## config.mk

```make
export PLATFORM = sky130hd
export DESIGN_NAME = iir_eighth_order_bandpass_flat
export DESIGN_NICKNAME = d
export VERILOG_FILES = /design/src/rtl/iir8_pkg.sv /design/src/rtl/iir8_if.sv /design/src/rtl/iir_eighth_order_bandpass.sv /design/src/flat_wrapper.sv
export SDC_FILE = /design/constraint.sdc
export NUM_CORES = 2
export LEC_CHECK = 0
export BUFFER_PORTS_ARGS = -buffer_cell sky130_fd_sc_hd__buf_2
export CORE_MARGIN = 2
export CORE_UTILIZATION = 40
export DETAILED_ROUTE_END_ITERATION = 8
export SYNTH_ARGS = -nofsm -noshare
export SYNTH_HDL_FRONTEND = slang
export SYNTH_SLANG_ARGS = --single-unit
```

## constraint.sdc

```tcl
create_clock -name clock -period 41.4 [get_ports clock]
set_input_delay 12.42 -clock clock [delete_from_list [all_inputs] [get_ports clock]]
set_output_delay 12.42 -clock clock [all_outputs]
set_load 0.01 [all_outputs]
```

## src/rtl/iir8_pkg.sv

```systemverilog
`default_nettype none
// ----------------------------------------------------------------------------
// iir8_pkg
// Shared types and constants of the eighth-order band-pass IIR filter.
// ----------------------------------------------------------------------------
package iir8_pkg;

   localparam int STATE_WIDTH = 32;
   localparam int COEF_WIDTH  = 24;

   localparam int SAMPLE_WIDTH   = 16;
   localparam int FILTERED_WIDTH = 32;
   localparam int GAIN_WIDTH     = 32;
   localparam int PAIR_WIDTH     = 2 * COEF_WIDTH;
   localparam int CSR_DATA_WIDTH = (PAIR_WIDTH > GAIN_WIDTH) ? PAIR_WIDTH : GAIN_WIDTH;
   localparam int CSR_INDEX_WIDTH = 3;
   localparam int HIST_DEPTH     = 8;
   localparam int HIST_IDX_WIDTH = $clog2(HIST_DEPTH);

   localparam int MUL_B_WIDTH = (COEF_WIDTH > GAIN_WIDTH + 1) ? COEF_WIDTH : GAIN_WIDTH + 1;
   localparam int PROD_WIDTH  = STATE_WIDTH + MUL_B_WIDTH;
   localparam int ACC_WIDTH   = 64;
   localparam int EXT_WIDTH   = (PROD_WIDTH > ACC_WIDTH) ? PROD_WIDTH : ACC_WIDTH;
   localparam int FRAC_SHIFT  = 16;
   localparam int SCALE_SHIFT = 14;

   localparam logic signed [PROD_WIDTH-1:0] ROUND_BIAS = PROD_WIDTH'(8192);

   localparam logic signed [STATE_WIDTH-1:0] STATE_MAX = {1'b0, {(STATE_WIDTH-1){1'b1}}};
   localparam logic signed [STATE_WIDTH-1:0] STATE_MIN = {1'b1, {(STATE_WIDTH-1){1'b0}}};

   localparam logic signed [ACC_WIDTH-1:0] OUT_MAX =
      {{(ACC_WIDTH-FILTERED_WIDTH+1){1'b0}}, {(FILTERED_WIDTH-1){1'b1}}};
   localparam logic signed [ACC_WIDTH-1:0] OUT_MIN =
      {{(ACC_WIDTH-FILTERED_WIDTH+1){1'b1}}, {(FILTERED_WIDTH-1){1'b0}}};

   localparam logic signed [3:0] TAP_ONE        = 4'sd1;
   localparam logic signed [3:0] TAP_MINUS_FOUR = -4'sd4;
   localparam logic signed [3:0] TAP_SIX        = 4'sd6;

   localparam logic [GAIN_WIDTH-1:0] INV_GAIN_RESET = 32'h4000_0000;

   localparam logic [CSR_INDEX_WIDTH-1:0] REG_COEF_PAIR_0 = 3'd0;
   localparam logic [CSR_INDEX_WIDTH-1:0] REG_COEF_PAIR_1 = 3'd1;
   localparam logic [CSR_INDEX_WIDTH-1:0] REG_COEF_PAIR_2 = 3'd2;
   localparam logic [CSR_INDEX_WIDTH-1:0] REG_COEF_PAIR_3 = 3'd3;
   localparam logic [CSR_INDEX_WIDTH-1:0] REG_INV_GAIN    = 3'd4;

   localparam int STEP_WIDTH = 4;
   localparam logic [STEP_WIDTH-1:0] STEP_SCALE    = 4'd0;
   localparam logic [STEP_WIDTH-1:0] STEP_TAP_X8   = 4'd1;
   localparam logic [STEP_WIDTH-1:0] STEP_TAP_X2   = 4'd2;
   localparam logic [STEP_WIDTH-1:0] STEP_TAP_X6   = 4'd3;
   localparam logic [STEP_WIDTH-1:0] STEP_TAP_X4   = 4'd4;
   localparam logic [STEP_WIDTH-1:0] STEP_FB_FIRST = 4'd5;
   localparam logic [STEP_WIDTH-1:0] STEP_TAP_X0   = 4'd13;

   typedef enum logic [1:0] {
      ST_IDLE,
      ST_RUN,
      ST_DRAIN,
      ST_FINISH
   } state_type;

   typedef enum logic [1:0] {
      OP_SCALE,
      OP_PLAIN,
      OP_SHIFT
   } op_type;

endpackage
`default_nettype wire

```

## src/rtl/iir8_if.sv

```systemverilog
`default_nettype none
// ----------------------------------------------------------------------------
// iir8 channel interfaces
// Sample, result and register write channels with valid/ready handshakes.
// ----------------------------------------------------------------------------
interface iir8_req_if import iir8_pkg::*; ();
   logic                           valid;
   logic                           ready;
   logic signed [SAMPLE_WIDTH-1:0] sample;
   modport source (output valid, output sample, input ready);
   modport sink   (input valid, input sample, output ready);
endinterface

interface iir8_rsp_if import iir8_pkg::*; ();
   logic                             valid;
   logic                             ready;
   logic signed [FILTERED_WIDTH-1:0] filtered;
   modport source (output valid, output filtered, input ready);
   modport sink   (input valid, input filtered, output ready);
endinterface

interface iir8_csr_if import iir8_pkg::*; ();
   logic                       valid;
   logic                       ready;
   logic [CSR_INDEX_WIDTH-1:0] index;
   logic [CSR_DATA_WIDTH-1:0]  data;
   modport source (output valid, output index, output data, input ready);
   modport sink   (input valid, input index, input data, output ready);
endinterface
`default_nettype wire

```

## src/rtl/iir_eighth_order_bandpass.sv

```systemverilog
`default_nettype none
// ----------------------------------------------------------------------------
// iir_eighth_order_bandpass
// Eighth-order band-pass IIR filter built around one shared multiplier and
// a saturating 64-bit accumulator under a step sequencer.
// Each sample word takes 14 multiplier passes (scaling, five feed-forward
// taps, eight feedback taps), then a drain and an update state, and the
// update waits while a previous word on rsp is not yet taken.
// req is ready again once the result is loaded into the output register.
// Reset clears both histories and the output valid flag and sets the
// coefficients to zero and the reciprocal gain to 1.0.
// ----------------------------------------------------------------------------
module iir_eighth_order_bandpass import iir8_pkg::*; (
   input  wire logic  clock,
   input  wire logic  reset,
   iir8_req_if.sink   req_bus,
   iir8_rsp_if.source rsp_bus,
   iir8_csr_if.sink   csr_bus
);

   state_type state_ff, state_in;
   logic [STEP_WIDTH-1:0] step_ff, step_in;

   logic [PAIR_WIDTH-1:0]  coef_ff [4];
   logic [GAIN_WIDTH-1:0]  inv_gain_ff;

   logic signed [STATE_WIDTH-1:0] ih_ff [HIST_DEPTH];
   logic signed [STATE_WIDTH-1:0] oh_ff [HIST_DEPTH];

   logic signed [SAMPLE_WIDTH-1:0]   sample_ff;
   logic signed [FILTERED_WIDTH-1:0] result_ff;
   logic signed [STATE_WIDTH-1:0]    xn_ff;
   logic signed [ACC_WIDTH-1:0]      acc_ff;
   logic signed [PROD_WIDTH-1:0]     prod_ff;
   op_type                           op_ff, op_in;
   logic                             pend_ff;
   logic                             rsp_valid_ff;
   logic signed [FILTERED_WIDTH-1:0] rsp_data_ff;

   logic                             req_fire, finish;
   logic signed [STATE_WIDTH-1:0]    op_a;
   logic signed [MUL_B_WIDTH-1:0]    op_b;
   logic signed [PROD_WIDTH-1:0]     prod_in;
   logic [HIST_IDX_WIDTH-1:0]        fb_idx;
   logic [COEF_WIDTH-1:0]            coef_sel;
   logic signed [PROD_WIDTH-1:0]     scale_round;
   logic signed [STATE_WIDTH-1:0]    xn_in;
   logic signed [EXT_WIDTH-1:0]      term_ext, term_shift;
   logic signed [ACC_WIDTH-1:0]      term;
   logic signed [ACC_WIDTH:0]        sum_wide;
   logic signed [ACC_WIDTH-1:0]      sum_sat;
   logic signed [STATE_WIDTH-1:0]    yn;
   logic signed [ACC_WIDTH-1:0]      res_wide;
   logic signed [FILTERED_WIDTH-1:0] res_sat;

   assign req_bus.ready    = (state_ff == ST_IDLE);
   assign req_fire         = req_bus.valid && req_bus.ready;
   assign csr_bus.ready    = 1'b1;
   assign rsp_bus.valid    = rsp_valid_ff;
   assign rsp_bus.filtered = rsp_data_ff;

   always_comb begin
      state_in = state_ff;
      step_in  = step_ff;
      finish   = 1'b0;
      case (state_ff)
         ST_IDLE: begin
            if (req_fire) begin
               state_in = ST_RUN;
               step_in  = STEP_SCALE;
            end
         end
         ST_RUN: begin
            step_in = step_ff + 1'b1;
            if (step_ff == STEP_TAP_X0) begin
               state_in = ST_DRAIN;
            end
         end
         ST_DRAIN: begin
            state_in = ST_FINISH;
         end
         ST_FINISH: begin
            if (!rsp_valid_ff || rsp_bus.ready) begin
               finish   = 1'b1;
               state_in = ST_IDLE;
            end
         end
         default: begin
            state_in = ST_IDLE;
         end
      endcase
   end

   always_ff @(posedge clock) begin
      if (reset) begin
         state_ff <= ST_IDLE;
      end else begin
         state_ff <= state_in;
      end
      step_ff <= step_in;
   end

   always_comb begin
      fb_idx   = HIST_IDX_WIDTH'(step_ff - STEP_FB_FIRST);
      coef_sel = coef_ff[fb_idx[2:1]][fb_idx[0]*COEF_WIDTH +: COEF_WIDTH];
      op_a     = ih_ff[7];
      op_b     = MUL_B_WIDTH'(TAP_ONE);
      op_in    = OP_PLAIN;
      case (step_ff)
         STEP_SCALE: begin
            op_a  = STATE_WIDTH'(sample_ff);
            op_b  = MUL_B_WIDTH'(inv_gain_ff);
            op_in = OP_SCALE;
         end
         STEP_TAP_X8: begin
            op_a = ih_ff[7];
         end
         STEP_TAP_X2: begin
            op_a = ih_ff[1];
            op_b = MUL_B_WIDTH'(TAP_MINUS_FOUR);
         end
         STEP_TAP_X6: begin
            op_a = ih_ff[5];
            op_b = MUL_B_WIDTH'(TAP_MINUS_FOUR);
         end
         STEP_TAP_X4: begin
            op_a = ih_ff[3];
            op_b = MUL_B_WIDTH'(TAP_SIX);
         end
         STEP_TAP_X0: begin
            op_a = xn_ff;
         end
         default: begin
            op_a  = oh_ff[HIST_IDX_WIDTH'(HIST_DEPTH - 1) - fb_idx];
            op_b  = MUL_B_WIDTH'(signed'(coef_sel));
            op_in = OP_SHIFT;
         end
      endcase
   end

   assign prod_in = op_a * op_b;

   always_comb begin
      scale_round = (prod_ff + ROUND_BIAS) >>> SCALE_SHIFT;
      if (scale_round > PROD_WIDTH'(STATE_MAX)) begin
         xn_in = STATE_MAX;
      end else if (scale_round < PROD_WIDTH'(STATE_MIN)) begin
         xn_in = STATE_MIN;
      end else begin
         xn_in = STATE_WIDTH'(scale_round);
      end

      term_ext   = EXT_WIDTH'(prod_ff);
      term_shift = (op_ff == OP_SHIFT) ? (term_ext >>> FRAC_SHIFT) : term_ext;
      term       = signed'(term_shift[ACC_WIDTH-1:0]);
      sum_wide   = (ACC_WIDTH+1)'(acc_ff) + (ACC_WIDTH+1)'(term);
      if (sum_wide[ACC_WIDTH] != sum_wide[ACC_WIDTH-1]) begin
         sum_sat = {sum_wide[ACC_WIDTH], {(ACC_WIDTH-1){~sum_wide[ACC_WIDTH]}}};
      end else begin
         sum_sat = sum_wide[ACC_WIDTH-1:0];
      end

      if (acc_ff > ACC_WIDTH'(STATE_MAX)) begin
         yn = STATE_MAX;
      end else if (acc_ff < ACC_WIDTH'(STATE_MIN)) begin
         yn = STATE_MIN;
      end else begin
         yn = STATE_WIDTH'(acc_ff);
      end

      res_wide = ACC_WIDTH'(oh_ff[3]);
      if (res_wide > OUT_MAX) begin
         res_sat = FILTERED_WIDTH'(OUT_MAX);
      end else if (res_wide < OUT_MIN) begin
         res_sat = FILTERED_WIDTH'(OUT_MIN);
      end else begin
         res_sat = FILTERED_WIDTH'(res_wide);
      end
   end

   always_ff @(posedge clock) begin
      prod_ff <= prod_in;
      op_ff   <= op_in;
      if (reset) begin
         pend_ff <= 1'b0;
      end else begin
         pend_ff <= (state_ff == ST_RUN);
      end
      if (req_fire) begin
         sample_ff <= req_bus.sample;
         result_ff <= res_sat;
         acc_ff    <= '0;
      end else if (pend_ff) begin
         if (op_ff == OP_SCALE) begin
            xn_ff <= xn_in;
         end else begin
            acc_ff <= sum_sat;
         end
      end
   end

   always_ff @(posedge clock) begin
      if (reset) begin
         for (int k = 0; k < HIST_DEPTH; k++) begin
            ih_ff[k] <= '0;
            oh_ff[k] <= '0;
         end
      end else if (finish) begin
         for (int k = HIST_DEPTH - 1; k > 0; k--) begin
            ih_ff[k] <= ih_ff[k-1];
            oh_ff[k] <= oh_ff[k-1];
         end
         ih_ff[0] <= xn_ff;
         oh_ff[0] <= yn;
      end
   end

   always_ff @(posedge clock) begin
      if (reset) begin
         rsp_valid_ff <= 1'b0;
      end else if (finish) begin
         rsp_valid_ff <= 1'b1;
      end else if (rsp_bus.ready) begin
         rsp_valid_ff <= 1'b0;
      end
      if (finish) begin
         rsp_data_ff <= result_ff;
      end
   end

   always_ff @(posedge clock) begin
      if (reset) begin
         for (int k = 0; k < 4; k++) begin
            coef_ff[k] <= '0;
         end
         inv_gain_ff <= INV_GAIN_RESET;
      end else if (csr_bus.valid && csr_bus.ready) begin
         case (csr_bus.index)
            REG_COEF_PAIR_0: coef_ff[0] <= csr_bus.data[PAIR_WIDTH-1:0];
            REG_COEF_PAIR_1: coef_ff[1] <= csr_bus.data[PAIR_WIDTH-1:0];
            REG_COEF_PAIR_2: coef_ff[2] <= csr_bus.data[PAIR_WIDTH-1:0];
            REG_COEF_PAIR_3: coef_ff[3] <= csr_bus.data[PAIR_WIDTH-1:0];
            REG_INV_GAIN:    inv_gain_ff <= csr_bus.data[GAIN_WIDTH-1:0];
            default: begin
            end
         endcase
      end
   end

endmodule
`default_nettype wire

```

## src/flat_wrapper.sv

```systemverilog
// flat-port wrapper written by rule: the top's interface ports become plain ports
module iir_eighth_order_bandpass_flat import iir8_pkg::*;
  (clock, reset, req_bus_valid, req_bus_sample, req_bus_ready, rsp_bus_valid, rsp_bus_filtered, rsp_bus_ready, csr_bus_valid, csr_bus_index, csr_bus_data, csr_bus_ready);
  iir8_req_if req_bus_i ();
  iir8_rsp_if rsp_bus_i ();
  iir8_csr_if csr_bus_i ();
  input  wire logic clock;
  input  wire logic reset;
  input wire logic [$bits(req_bus_i.valid)-1:0] req_bus_valid;
  input wire logic [$bits(req_bus_i.sample)-1:0] req_bus_sample;
  output wire logic [$bits(req_bus_i.ready)-1:0] req_bus_ready;
  output wire logic [$bits(rsp_bus_i.valid)-1:0] rsp_bus_valid;
  output wire logic [$bits(rsp_bus_i.filtered)-1:0] rsp_bus_filtered;
  input wire logic [$bits(rsp_bus_i.ready)-1:0] rsp_bus_ready;
  input wire logic [$bits(csr_bus_i.valid)-1:0] csr_bus_valid;
  input wire logic [$bits(csr_bus_i.index)-1:0] csr_bus_index;
  input wire logic [$bits(csr_bus_i.data)-1:0] csr_bus_data;
  output wire logic [$bits(csr_bus_i.ready)-1:0] csr_bus_ready;
  assign req_bus_i.valid = req_bus_valid;
  assign req_bus_i.sample = req_bus_sample;
  assign req_bus_ready = req_bus_i.ready;
  assign rsp_bus_valid = rsp_bus_i.valid;
  assign rsp_bus_filtered = rsp_bus_i.filtered;
  assign rsp_bus_i.ready = rsp_bus_ready;
  assign csr_bus_i.valid = csr_bus_valid;
  assign csr_bus_i.index = csr_bus_index;
  assign csr_bus_i.data = csr_bus_data;
  assign csr_bus_ready = csr_bus_i.ready;
  iir_eighth_order_bandpass u_core (.clock(clock), .reset(reset), .req_bus(req_bus_i), .rsp_bus(rsp_bus_i), .csr_bus(csr_bus_i));
endmodule
```

==> flow_summary.json <==
{
  "outcome": "finished, final reports clean",
  "die_h_um": 456.5,
  "async_flop_share": 0,
  "avgSynthCellArea_sq_um": 10.69,
  "drv_slew": 0,
  "period_minus_slack_ps": 16380,
  "multiInputGateArea_sq_mm": 0.04818,
  "finalNetCount": 9009,
  "vias": 56510,
  "root_buffer": "clkbuf_16",
  "h-tree-depth": 3,
  "muxShareOfSynthArea": 0.03902,
  "hold_violations": 0,
  "hold_start": "u_core.result_ff[8]",
  "viasPerCell": 5.461,
  "synthesis.area_sq_mm": 0.08190,
  "grt_first_pass_wirelength_um": 374100,
  "postRouteAntennaNets": 0,
  "r2r-start": "u_core.step_ff[2]",
  "hpwl_um": 176300,
  "yosys_warnings": 0,
  "area.growth.synth_to_final_pct": 8.802,
  "grt_overflow": 0,
  "synth-seq-cells": 987,
  "dieArea_sq_mm": 0.2084,
  "maxCapViolations": 0,
  "antenna_found_initial": 11,
  "worstSetupPathType": "input pin to flop",
  "synth-main-ff-cell": "edfxtp_1",
  "die_x_um": 456.5,
  "synth_nets": 9106,
  "cp.arrival_ps": 16720,
  "worstPathRequired_ps": 41740,
  "start_util": 0.4011,
  "drtPass1Iterations": 7,
  "rows": 166,
  "cts.path.max_buffers": 3,
  "slew-limit-headroom": 0.1332,
  "seqCellArea_sq_mm": 0.02797,
  "portBuffers": 105,
  "finalClockSkew_ps": 61.88,
  "synth_cells": 7661,
  "synth_compound_gate_area_share": 0.06348,
  "gp_congestion": 0.9276,
  "synth_top_family_by_area": "adder cells",
  "totalWireLength_um": 247200,
  "avgRoutedWirePerCell_um": 23.89,
  "clk_latency_ps": 760,
  "tritoncts": "yes",
  "yosys.area_share.xor_xnor": 0.01882,
  "clock-sinks": 987,
  "drc": 0,
  "rsz0062_at_grt": "no",
  "cp-end-kind": "flop",
  "setup_tns_ps": 0,
  "synth-adder-area-share": 0.3119,
  "grtUsageTotal": 0.2391,
  "min_path_type": "flop to flop",
  "coreArea_sq_mm": 0.2042,
  "timing.fmax_mhz": 61.05,
  "grt_pass1_vias": 58860,
  "yosys.area_share.simple": 0.1492,
  "post_cts_buffers": 0,
  "drt_iter0_markers": 5317,
  "drive_gt1_frac": 0.09421,
  "cp_max_fo": 196,
  "grt_max_degree": 341,
  "yosysSeqAreaShare": 0.3415,
  "worstMarginPinSlew_ps": 1300,
  "cp-startpoint": "reset",
  "cts_resized": 0,
  "synthDistinctLibCells": 96,
  "clk_pin_slew_ps": 60,
  "critPathLaunchType": "input pin",
  "fillers": 19200,
  "fin_crit_sh": 0.3956,
  "synth_edf_count": 820,
  "ios": 107,
  "setup_violations": 0,
  "cts_hold_buf": 0,
  "cts_inserted_buffers": 103
}
[worst max-delay path, cell delays in order]
cell      delay (ps)
buf_2             80
buf_4            500
nand2b_4         650
buf_12           640
buf_4            980
buf_4            950
[through the flow]
| stage | instance area, sq um | setup WS (ps) | cells | hold slack, ps | utilization |
|---|---|---|---|---|---|
| floorplan | 81900 | 15500 | 7661 | 400.3 | - |
| global placement | 85520 | 24460 | 10150 | 406.0 | 0.4188 |
| CTS | 89090 | 25170 | 10340 | 419.8 | 0.4364 |
| global route | 89090 | 24800 | 10340 | 423.8 | 0.4364 |
| finish | 89110 | 25020 | 10350 | 417.7 | 0.4364 |
| detailed placement | 85520 | 24370 | 10150 | 404.5 | 0.4188 |
[registers in the layout, indices dropped and copies added (netlist names), 16 cells and up]
register,flops
u_core.rsp_bus.filtered,32
u_core.ih_ff,256
u_core.oh_ff,256
u_core.sample_ff,16
u_core.prod_ff,65
u_core.coef_ff,192
u_core.acc_ff,64
u_core.result_ff,32
u_core.xn_ff,32
u_core.inv_gain_ff,32
[final timing paths]
check	endpoint	slack [ps]	cells after the start
worst max-delay path	u_core.ih_ff[3][7]	25020	6
worst min-delay path	u_core.rsp_bus.filtered[8]	420	0
worst max register to register	u_core.prod_ff[61]	26820	38
worst min register to register	u_core.rsp_bus.filtered[8]	420	0
[cell type report]
class	instances	area share
flip-flops and latches	987	0.3139
diodes	6	0.0001685
multi-input cells	5056	0.5407
clock buffers	135	0.03117
repair buffers	245	0.01811
clock inverters	59	0.008945
well taps	2688	0.03774
inverters	1171	0.04933
[synthesized netlist by cell type (all sizes together), types with 6 or more instances]
library cell / instances / area [sq um]
inv: 1166 / 4377
fa: 1113 / 22280
edfxtp: 820 / 24620
nand2: 798 / 2998
and2: 703 / 4398
nor2: 682 / 2560
clkbuf: 342 / 1287
ha: 260 / 3253
a21oi: 210 / 1051
dfxtp: 167 / 3343
o21ai: 138 / 701.9
mux4: 112 / 2522
buf: 105 / 540.5
xnor2: 104 / 910.9
o22ai: 82 / 663.1
nand3: 75 / 380.4
xor2: 72 / 630.6
nand2b: 71 / 444.2
a22oi: 68 / 510.5
a21o: 64 / 480.5
mux2: 50 / 563.0
nand4: 49 / 312.8
and3: 45 / 281.5
a31oi: 39 / 250.2
or2: 34 / 212.7
o21a: 32 / 240.2
nor3: 30 / 165.2
o21bai: 23 / 172.7
o22a: 22 / 192.7
nor2b: 20 / 125.1
a211oi: 16 / 125.1
a221oi: 16 / 146.4
nor4: 13 / 117.6
a31o: 12 / 113.9
mux2i: 11 / 110.1
o211ai: 10 / 80.07
o31ai: 7 / 57.55
a21boi: 6 / 45.05
or3: 6 / 37.54
[cells by family (layout without fill, tap and decap cells)]
kind of cell / after synthesis / count (layout)
mux: 173 / 173
buf+inv: 1618 / 1610
xor+xnor: 176 / 176
fa+ha+maj: 1374 / 1374
flops: 987 / 987
other cells: 1 / 7
simple gates: 2549 / 2549
compound gates: 783 / 783
[cell usage in the layout, fill, tap and decap left out, types with 19 or more instances in the layout]
cell and instances:
a21o_1 63, a21oi_1 201, a22oi_1 68, a31oi_1 33, and2_1 700, and3_1 44
buf_2 105, buf_4 137, clkbuf_1 24, clkbuf_16 103, clkinv_1 20, dfxtp_1 167
edfxtp_1 820, fa_1 1113, ha_1 259, inv_1 1164, mux2_2 50, mux4_2 112
nand2_1 797, nand2b_1 69, nand3_1 74, nand4_1 48, nor2_1 680, nor2b_1 19
nor3_1 21, o21a_1 32, o21ai_0 102, o21ai_2 21, o21bai_1 23, o22a_1 22
o22ai_1 48, o22ai_2 30, or2_2 33, xnor2_1 103, xor2_1 71
[metal layers]
metal,wire length (um),vias to the layer above,GRT usage
li1,-,24360,-
met4,12030,4,0.1013
met1,100800,29290,0.3208
met2,114000,2336,0.3789
met5,33,-,0
met3,20350,529,0.04674
Power is left out: the tool's default activity adds up to more than one toggle a clock period on the data nets, which glitch-free logic cannot reach.
